## src/kmer_markov_composition_vector_assert.svh

```systemverilog
// Assertion helpers shared by the block's modules.
`ifndef KMER_MARKOV_COMPOSITION_VECTOR_ASSERT_SVH
`define KMER_MARKOV_COMPOSITION_VECTOR_ASSERT_SVH

// Same-cycle implication, disabled during reset.
`define KMCV_ASSERT_IMPL(label, clk, rst_n, ante, cons) \
  label: assert property (@(posedge clk) disable iff (!rst_n) (ante) |-> (cons)) \
    else $error("kmcv assertion failed");

// Next-cycle implication, disabled during reset.
`define KMCV_ASSERT_NEXT(label, clk, rst_n, ante, cons) \
  label: assert property (@(posedge clk) disable iff (!rst_n) (ante) |=> (cons)) \
    else $error("kmcv assertion failed");

`endif

```

## src/kmcv_pkg.sv

```systemverilog
`timescale 1ns / 1ps
package kmcv_pkg;

  localparam int ALPHABET_BITS = 2;
  localparam int MAX_K         = 8;
  localparam int MIN_K         = 3;
  localparam int CFG_W         = 4;
  localparam int KW            = MAX_K * ALPHABET_BITS;
  localparam int KM1W          = (MAX_K - 1) * ALPHABET_BITS;
  localparam int KM2W          = (MAX_K - 2) * ALPHABET_BITS;
  localparam int FILL_W        = $clog2(MAX_K + 1);
  localparam int CNT_W         = 32;
  localparam int BIG_WORDS     = 6;
  localparam int BIGW          = BIG_WORDS * CNT_W;
  localparam int WORD_W        = $clog2(BIG_WORDS);
  localparam int QBITS         = 33;
  localparam int QCNT_W        = $clog2(QBITS + 1);
  localparam int FRAC_BITS     = 16;

  localparam logic [CFG_W-1:0]  K_RESET  = CFG_W'(MIN_K);
  localparam logic [CNT_W-1:0]  CV_MAX   = 32'h7FFF_FFFF;
  localparam logic [CNT_W-1:0]  ONE_Q16  = 32'h0001_0000;
  localparam logic [QBITS-1:0]  Q_SAT    = QBITS'(CV_MAX) + QBITS'(ONE_Q16);

  localparam logic [1:0] CMD_SYMBOL = 2'd0;
  localparam logic [1:0] CMD_EOG    = 2'd1;
  localparam logic [1:0] CMD_QUERY  = 2'd2;
  localparam logic [1:0] CMD_CLEAR  = 2'd3;

  typedef enum logic [3:0] {
    OP_NONE, OP_CLR_WR, OP_ACCEPT, OP_SYM_WR, OP_LOAD, OP_MUL_WORD,
    OP_SAVE_NUM, OP_DIV_LD, OP_DIV_CHK, OP_DIV_STEP, OP_FINISH
  } dp_op_t;

  typedef enum logic [2:0] {
    SEL_T0, SEL_T1, SEL_T2, SEL_CA, SEL_CB, SEL_CM, SEL_N
  } opnd_sel_t;

  typedef struct packed {
    dp_op_t            op;
    opnd_sel_t         sel;
    logic [WORD_W-1:0] word;
    logic [KW-1:0]     addr;
  } ctrl_cmd_t;

  typedef struct packed {
    logic cv_valid;
    logic num_zero;
    logic div_over;
    logic out_busy;
  } dp_stat_t;

  function automatic logic [KW-1:0] low_mask(input logic [CFG_W-1:0] len);
    logic [KW:0] m;
    m = ((KW + 1)'(1) << (len * ALPHABET_BITS)) - (KW + 1)'(1);
    return m[KW-1:0];
  endfunction

  function automatic logic [CNT_W-1:0] sat_inc(input logic [CNT_W-1:0] v);
    return (v == '1) ? v : v + CNT_W'(1);
  endfunction

endpackage

```

## src/kmcv_ctrl.sv

```systemverilog
`timescale 1ns / 1ps
`include "kmer_markov_composition_vector_assert.svh"
module kmcv_ctrl
  import kmcv_pkg::*;
(
  input  logic      clk,
  input  logic      rst_n,
  input  logic      in_valid,
  input  logic [1:0] in_cmd,
  input  dp_stat_t  stat,
  output logic      in_stall,
  output ctrl_cmd_t cmd
);

  typedef enum logic [3:0] {
    S_CLEAR, S_IDLE, S_SYM_WR, S_Q_CHK, S_MUL, S_SAVE, S_LOAD2,
    S_DIV_LD, S_DIV_CHK, S_DIV, S_FINISH
  } state_t;

  localparam logic [2:0] MUL_NUM_LAST = 3'd2;
  localparam logic [2:0] MUL_LAST     = 3'd5;

  state_t              state_r, state_nxt;
  logic [KW-1:0]       clr_r, clr_nxt;
  logic [WORD_W-1:0]   word_r, word_nxt;
  logic [2:0]          mul_r, mul_nxt;
  logic [QCNT_W-1:0]   qbit_r, qbit_nxt;
  opnd_sel_t           mul_sel;

  // Multiplier order: numerator T2, cb, ca onto T0; denominator T1, cm, n onto T1.
  always_comb begin
    unique case (mul_r)
      3'd0:    mul_sel = SEL_T2;
      3'd1:    mul_sel = SEL_CB;
      3'd2:    mul_sel = SEL_CA;
      3'd3:    mul_sel = SEL_T1;
      3'd4:    mul_sel = SEL_CM;
      default: mul_sel = SEL_N;
    endcase
  end

  always_comb begin
    state_nxt = state_r;
    clr_nxt   = clr_r;
    word_nxt  = word_r;
    mul_nxt   = mul_r;
    qbit_nxt  = qbit_r;
    cmd.op    = OP_NONE;
    cmd.sel   = SEL_T0;
    cmd.word  = word_r;
    cmd.addr  = clr_r;
    unique case (state_r)
      S_CLEAR: begin
        cmd.op  = OP_CLR_WR;
        clr_nxt = clr_r + KW'(1);
        if (clr_r == '1) state_nxt = S_IDLE;
      end
      S_IDLE: begin
        if (in_valid) begin
          cmd.op = OP_ACCEPT;
          unique case (in_cmd)
            CMD_SYMBOL: state_nxt = S_SYM_WR;
            CMD_QUERY:  state_nxt = S_Q_CHK;
            CMD_CLEAR: begin
              state_nxt = S_CLEAR;
              clr_nxt   = '0;
            end
            default: state_nxt = S_IDLE;
          endcase
        end
      end
      S_SYM_WR: begin
        cmd.op    = OP_SYM_WR;
        state_nxt = S_IDLE;
      end
      S_Q_CHK: begin
        cmd.op    = OP_LOAD;
        cmd.sel   = SEL_T0;
        mul_nxt   = '0;
        word_nxt  = '0;
        state_nxt = stat.cv_valid ? S_MUL : S_FINISH;
      end
      S_MUL: begin
        cmd.op  = OP_MUL_WORD;
        cmd.sel = mul_sel;
        if (word_r == WORD_W'(BIG_WORDS - 1)) begin
          word_nxt = '0;
          mul_nxt  = mul_r + 3'd1;
          if (mul_r == MUL_NUM_LAST) state_nxt = S_SAVE;
          else if (mul_r == MUL_LAST) state_nxt = S_DIV_LD;
        end else begin
          word_nxt = word_r + WORD_W'(1);
        end
      end
      S_SAVE: begin
        cmd.op    = OP_SAVE_NUM;
        state_nxt = S_LOAD2;
      end
      S_LOAD2: begin
        cmd.op    = OP_LOAD;
        cmd.sel   = SEL_T1;
        state_nxt = stat.num_zero ? S_FINISH : S_MUL;
      end
      S_DIV_LD: begin
        cmd.op    = OP_DIV_LD;
        state_nxt = S_DIV_CHK;
      end
      S_DIV_CHK: begin
        cmd.op    = OP_DIV_CHK;
        qbit_nxt  = '0;
        state_nxt = stat.div_over ? S_FINISH : S_DIV;
      end
      S_DIV: begin
        cmd.op   = OP_DIV_STEP;
        qbit_nxt = qbit_r + QCNT_W'(1);
        if (qbit_r == QCNT_W'(QBITS - 1)) state_nxt = S_FINISH;
      end
      S_FINISH: begin
        // hold until the output register is free
        if (!stat.out_busy) begin
          cmd.op    = OP_FINISH;
          state_nxt = S_IDLE;
        end
      end
      default: state_nxt = S_IDLE;
    endcase
  end

  always_ff @(posedge clk) begin
    if (!rst_n) begin
      state_r <= S_CLEAR;
      clr_r   <= '0;
      word_r  <= '0;
      mul_r   <= '0;
      qbit_r  <= '0;
    end else begin
      state_r <= state_nxt;
      clr_r   <= clr_nxt;
      word_r  <= word_nxt;
      mul_r   <= mul_nxt;
      qbit_r  <= qbit_nxt;
    end
  end

  assign in_stall = (state_r != S_IDLE);

  `KMCV_ASSERT_NEXT(a_query_starts, clk, rst_n, (state_r == S_IDLE) && in_valid && (in_cmd == CMD_QUERY), state_r == S_Q_CHK)
  `KMCV_ASSERT_IMPL(a_word_range, clk, rst_n, state_r == S_MUL, word_r < WORD_W'(BIG_WORDS))
  `KMCV_ASSERT_IMPL(a_qbit_range, clk, rst_n, state_r == S_DIV, qbit_r < QCNT_W'(QBITS))

endmodule

```

## config.mk

```make
export PLATFORM = sky130hd
export DESIGN_NAME = kmcv_ctrl
export DESIGN_NICKNAME = d
export VERILOG_FILES = /design/src/kmcv_pkg.sv /design/src/kmcv_ctrl.sv
export VERILOG_INCLUDE_DIRS = /design/src /design/src/src
export SDC_FILE = /design/constraint.sdc
export NUM_CORES = 1
export LEC_CHECK = 0
export BUFFER_PORTS_ARGS = -buffer_cell sky130_fd_sc_hd__clkbuf_2
export CAP_MARGIN = 5
export CORE_MARGIN = 2
export CORE_UTILIZATION = 44
export CTS_CLUSTER_DIAMETER = 200
export DETAILED_ROUTE_END_ITERATION = 6
export MAX_ROUTING_LAYER = met4
export PLACE_DENSITY = 0.76
export RECOVER_POWER = 25
export SLEW_MARGIN = 20
export SYNTH_ARGS = -nofsm -noshare
export SYNTH_HDL_FRONTEND = slang
export SYNTH_SLANG_ARGS = --single-unit
export TNS_END_PERCENT = 30
```

## constraint.sdc

```tcl
create_clock -name clk -period 4 [get_ports clk]
set_clock_uncertainty 0.1 [all_clocks]
set_input_delay 0.4 -clock clk [delete_from_list [all_inputs] [get_ports clk]]
set_output_delay 0.4 -clock clk [all_outputs]
set_load 0.02 [all_outputs]
```

==> impl_metrics.tcl, run 1 <==
set metrics [dict create \
    seqPwrFrac 0.562 \
    async_reset_ff_frac 0 \
    reg2regPathDepth 5 \
    drc 0 \
    clock.fmax_mhz 391 \
    ios 36 \
    die_y_um 72.2 \
    grt_pass1_vias 1578 \
    cts_resized 0 \
    yosysWarnings 0 \
    synth_cell_types 57 \
    cts_root_buf "clkbuf_8" \
    syn_to_final_growth_pct 11.4 \
    cts_hold_buf 0 \
    grt_pass1_wl_um 7050 \
    slowest_delay_ns 0.75 \
    p_int_mw 0.449 \
    timing.hold.ws_ns 0.413 \
    post_drt_wl_per_cell_um 12.5 \
    sw_frac_of_total 0.222 \
    p_clk_frac 0.393 \
    hold_viol 0 \
    crit_type "flop to primary output" \
    htree_levels 2 \
    grt_max_degree 25 \
    end_kind "primary output" \
    netlist_instances 250 \
    combPwrFrac 0.046 \
    layout.nets 298 \
    cellPowerDensity_mw_per_mm2 253 \
    min_from "stat[3]" \
    power_leakage_nw 0.861 \
    ys_seq_elements 32 \
    finalCritPeriodShare 0.640 \
    post-dp-hpwl_um 2950 \
    syn-cell-area_mm2 0.00205 \
    clk-insertion-delay-late_ns 0.27 \
    die_x_um 72.2 \
    crit_fanout 23 \
    routed_via_density 5.42 \
    power.switching_mw 0.128 \
    synth_edf_count 0 \
    cts_tree "yes" \
    overflow 0 \
    crit_chain "or4b_1 > a21oi_1 > clkbuf_2" \
    drt-total-wl_um 4130 \
    worst_slew_pin_slew_ns 0.705 \
    reg2reg_slack_ns 1.78 \
    grt_util_all_layers 0.172 \
    clkSinkCount 32 \
    crit_slowest_cell "dfxtp_1" \
    worst_r2r_endpoint "state_r[0]$_SDFFE_PN0P_" \
    r2r_start "state_r[0]$_SDFFE_PN0P_" \
    numCtsBuffers 5 \
    drt_iter0_drc 91 \
    vias 1787 \
    initial_utilization 0.464 \
    firstDrtPassIters 4 \
    drive_above_1_share 0.173 \
    arrival_ns 2.06 \
    period_needed_ns 2.56 \
    ys_seq_area_frac 0.313 \
    hold_path_end "state_r[2]$_SDFFE_PN0P_" \
    ys.flop_type "dfxtp_1" \
    min_path_type "primary input to flop" \
    setup_viol 0 \
    clkTransAtPathRegs_ns 0.07 \
    grt_antenna_before_repair 0 \
    outcome "finished, final reports clean" \
    rows 24 \
    rsz0062_at_grt "no" \
    holdPathStages 3 \
    antenna_left 0 \
    syn-mean-instance-area_um2 8.19 \
    synth_nets 270 \
    clockBufferDepth 2 \
    io_buffers 35 \
    startpoint_type "flop" \
    cts_setup_buffers 0 \
    n_antenna_cell 0 \
    setup_tns_ns 0 \
    ir_drop_mv 0.302 \
    maxSlewViolCount 0 \
    die-area_mm2 0.00521 \
    timing.slew.headroom 0.529 \
    gp_congestion 0.808 \
    worstPathRequired_ns 3.50 \
    maxCapViolCount 0 \
    core-area_mm2 0.00441 \
]
-- sequential cells by signal, indices dropped and copies added, names as in the netlist --
name and flops:
clr_r 16, qbit_r 6, state_r 4, mul_r 3, word_r 3
-- worst max-delay path: cells and delay by family (launching register included) --
family | cells | cell delay (ns)
AOI/OAI and AO/OA | 1 | 0.19
buffers and inverters | 1 | 0.19
DFF | 1 | 0.75
and+or+nand+nor | 1 | 0.65
-- cell usage in the layout, fill, tap and decap left out, types with 6 or more instances in the layout --
cell      synthesis  routed
nor2_1           30      30
a21oi_1          13      13
o21ai_0          10      10
clkbuf_2          0      21
inv_1             9       9
nor2b_1          12      12
xor2_1           11      11
nand4_1           7       7
nand3_1          10      10
nand2_1          15      15
dfxtp_1          32      32
nor2_2            6       6
nor3_1            8       8
clkbuf_1          7      15
ha_1             11      11
-- per-stage QoR --
stage	setup slack (ns)	cells	cell area, um^2	total power [mW]	utilization
2_1_floorplan	1.94	250	2050	0.347	-
3_3_place_gp	1.81	323	2220	0.358	0.503
3_5_place_dp	1.75	323	2220	0.358	0.503
4_1_cts	1.46	330	2300	0.585	0.520
5_1_grt	1.30	330	2280	0.600	0.516
6_report	1.44	330	2280	0.577	0.516
-- power groups by stage --
stage	logic (mW)	registers (mW)	clock network (mW)
final	0.0264	0.324	0.227
after global routing	0.0299	0.325	0.245
after CTS	0.0273	0.324	0.234
after detailed placement	0.0268	0.331	0
after global placement	0.0264	0.331	0
after floorplan	0.0130	0.334	0
-- cell type report --
class	instances	area, um^2
clock buffer	6	72.6
clock inverter	1	5.00
fill	442	2130
inverter	9	33.8
multi-input combinational	195	1310
sequential	32	641
tap	52	65.1
timing repair buffer	35	158
-- cell usage after synthesis, drive strengths merged, types with 8 or more instances --
master  instances  share of area
nor2b          13          0.041
inv             9          0.017
a21oi          13          0.032
nand2          16          0.031
xor2           11          0.047
o21ai          11          0.027
ha             11          0.067
nand3          10          0.024
nor3            8          0.020
nor2           36          0.073
dfxtp          32           0.31
-- routing by layer --
metal | vias up | global-route usage | part of all wire
met4 | 0 | 0.0419 | 0.0041
met3 | 2 | 0.0403 | 0.035
li1 | 943 | - | -
met2 | 22 | 0.280 | 0.49
met5 | - | - | 0
met1 | 820 | 0.217 | 0.47
-- cells by family after synthesis --
family,Yosys count,share of synthesized area
simple gates,121,0.340
compound gates,46,0.155
flops,32,0.313
buf+inv,23,0.0495
xor+xnor,14,0.0599
fa+ha+maj,11,0.0672
mux,3,0.0147
-- worst max-delay path by stage --
stage,start,to,cells past startpoint
floorplan,mul_r[0]$_SDFFE_PN0P_,cmd[19],6
global placement,state_r[2]$_SDFFE_PN0P_,cmd[20],3
detailed placement,state_r[2]$_SDFFE_PN0P_,cmd[20],3
CTS,state_r[2]$_SDFFE_PN0P_,cmd[20],3
global route,state_r[2]$_SDFFE_PN0P_,cmd[20],3
finish,state_r[2]$_SDFFE_PN0P_,cmd[20],3
Power figures use the tool's default switching activity.
==> run 2, diff against run 1 <==
- clock period: 4 -> 2.6 ns (I/O delays scaled with it)
==> impl_metrics.tcl, run 2 (synthesis gave the netlist of run 1 again) <==
set metrics [dict create \
    n_antenna_cell 0 \
    grt_pass1_vias 1610 \
    drt-total-wl_um 4040 \
    drc 0 \
    hold_viol 0 \
    layout.nets 300 \
    total_power_mw 0.887 \
    layout_common_cells "dfxtp_1, nor2_1, clkbuf_2" \
    vias 1780 \
    placed_cell_area_mm2 0.00223 \
    cellPowerDensity_mw_per_mm2 386 \
    cts_hold_buf 0 \
    cts_setup_buffers 0 \
    arrival_ns 2.04 \
    antenna_left 0 \
    rows 24 \
    htree_levels 2 \
    final_common_cell "dfxtp_1" \
    holdPathStages 3 \
    ir_drop_mv 0.248 \
    design_area_mm2 0.00229 \
    finalCritPeriodShare 0.924 \
    grt_antenna_before_repair 0 \
    reg2regPathDepth 5 \
    grt_util_all_layers 0.172 \
    crit_chain "or4b_1 > a21oi_1 > clkbuf_2" \
    grt_pass1_wl_um 7020 \
    worst_slew_pin_slew_ns 0.658 \
    outcome "finished, final reports clean" \
    power_leakage_nw 0.871 \
    timing.hold.ws_ns 0.268 \
    clk-insertion-delay-late_ns 0.27 \
    crit_fanout 23 \
    cts_tree "yes" \
    period_needed_ns 2.40 \
    core-area_mm2 0.00441 \
    worstPathRequired_ns 2.24 \
    crit_type "flop to primary output" \
    largest-register "clr_r" \
    io_buffers 35 \
    setup_viol 0 \
    grt_max_degree 24 \
    post-dp-hpwl_um 3000 \
    drive_above_1_share 0.179 \
    top_regs "clr_r (16), qbit_r (6), state_r (4)" \
    clkSinkCount 32 \
    maxSlewViolCount 0 \
    firstDrtPassIters 4 \
    stdcell_count 332 \
    end_kind "primary output" \
    pre_cts_ws_ns 0.512 \
    cts_root_buf "clkbuf_8" \
    worst_slack_ns 0.199 \
    overflow 0 \
    placedCellCount 325 \
    post_drt_wl_per_cell_um 12.2 \
    cts_resized 0 \
    slowest_delay_ns 0.74 \
    drt_iter0_drc 45 \
    clockBufferDepth 2 \
    final_util 0.520 \
    clock.fmax_mhz 416 \
    die_y_um 72.2 \
    routed_via_density 5.36 \
    largest_register_ffs 16 \
    ios 36 \
    rsz0062_at_grt "no" \
    timing.slew.headroom 0.561 \
    clkTransAtPathRegs_ns 0.06 \
    min_path_type "primary input to flop" \
    syn_to_final_growth_pct 12.1 \
    die-area_mm2 0.00521 \
    numCtsBuffers 5 \
    crit_slowest_cell "dfxtp_1" \
    die_x_um 72.2 \
    setup_tns_ns 0 \
    fillers 462 \
    gp_congestion 0.782 \
    maxCapViolCount 0 \
    initial_utilization 0.464 \
    startpoint_type "flop" \
]
run 2: cell count changes in the layout (fill, tap and decap cells not counted):
cell / delta
buf_4: +2
run 2: power by group:
part	leakage, nW	internal, mW	switching (mW)	total (mW)
Clock	0.0410	0.182	0.166	0.347
Combinational	0.572	0.0151	0.0254	0.0405
Sequential	0.258	0.494	0.00474	0.499
run 2: metal layers:
| metal | part of all wire | vias to the layer above | GRT usage |
|---|---|---|---|
| met4 | 0.0042 | 0 | 0.0440 |
| met1 | 0.47 | 815 | 0.212 |
| met5 | 0 | - | - |
| met3 | 0.036 | 2 | 0.0375 |
| li1 | - | 944 | - |
| met2 | 0.49 | 19 | 0.286 |
run 2: area by class of cell:
cell class,count,area (um^2),share of cell area
multi-input cells,195,1310,0.569
flip-flops and latches,32,641,0.279
clock buffers,6,72.6,0.0316
inverters,9,33.8,0.0147
repair buffers,37,173,0.0752
clock inverters,1,5.00,0.00218
well taps,52,65.1,0.0284
run 2: worst paths after layout:
check,start,to,slack [ns]
setup / recovery,state_r[2]$_SDFFE_PN0P_,cmd[20],0.20
hold / removal,stat[3],state_r[2]$_SDFFE_PN0P_,0.27
setup reg to reg,state_r[2]$_SDFFE_PN0P_,mul_r[2]$_SDFFE_PN0P_,0.50
hold reg to reg,clr_r[15]$_SDFFE_PN0P_,clr_r[15]$_SDFFE_PN0P_,0.44
run 2: worst max-delay path, delay by kind of cell (launching register included):
family          cells  cell delay, ns
compound gates      1            0.18
buf+inv             1            0.19
flops               1            0.74
simple gates        1            0.65
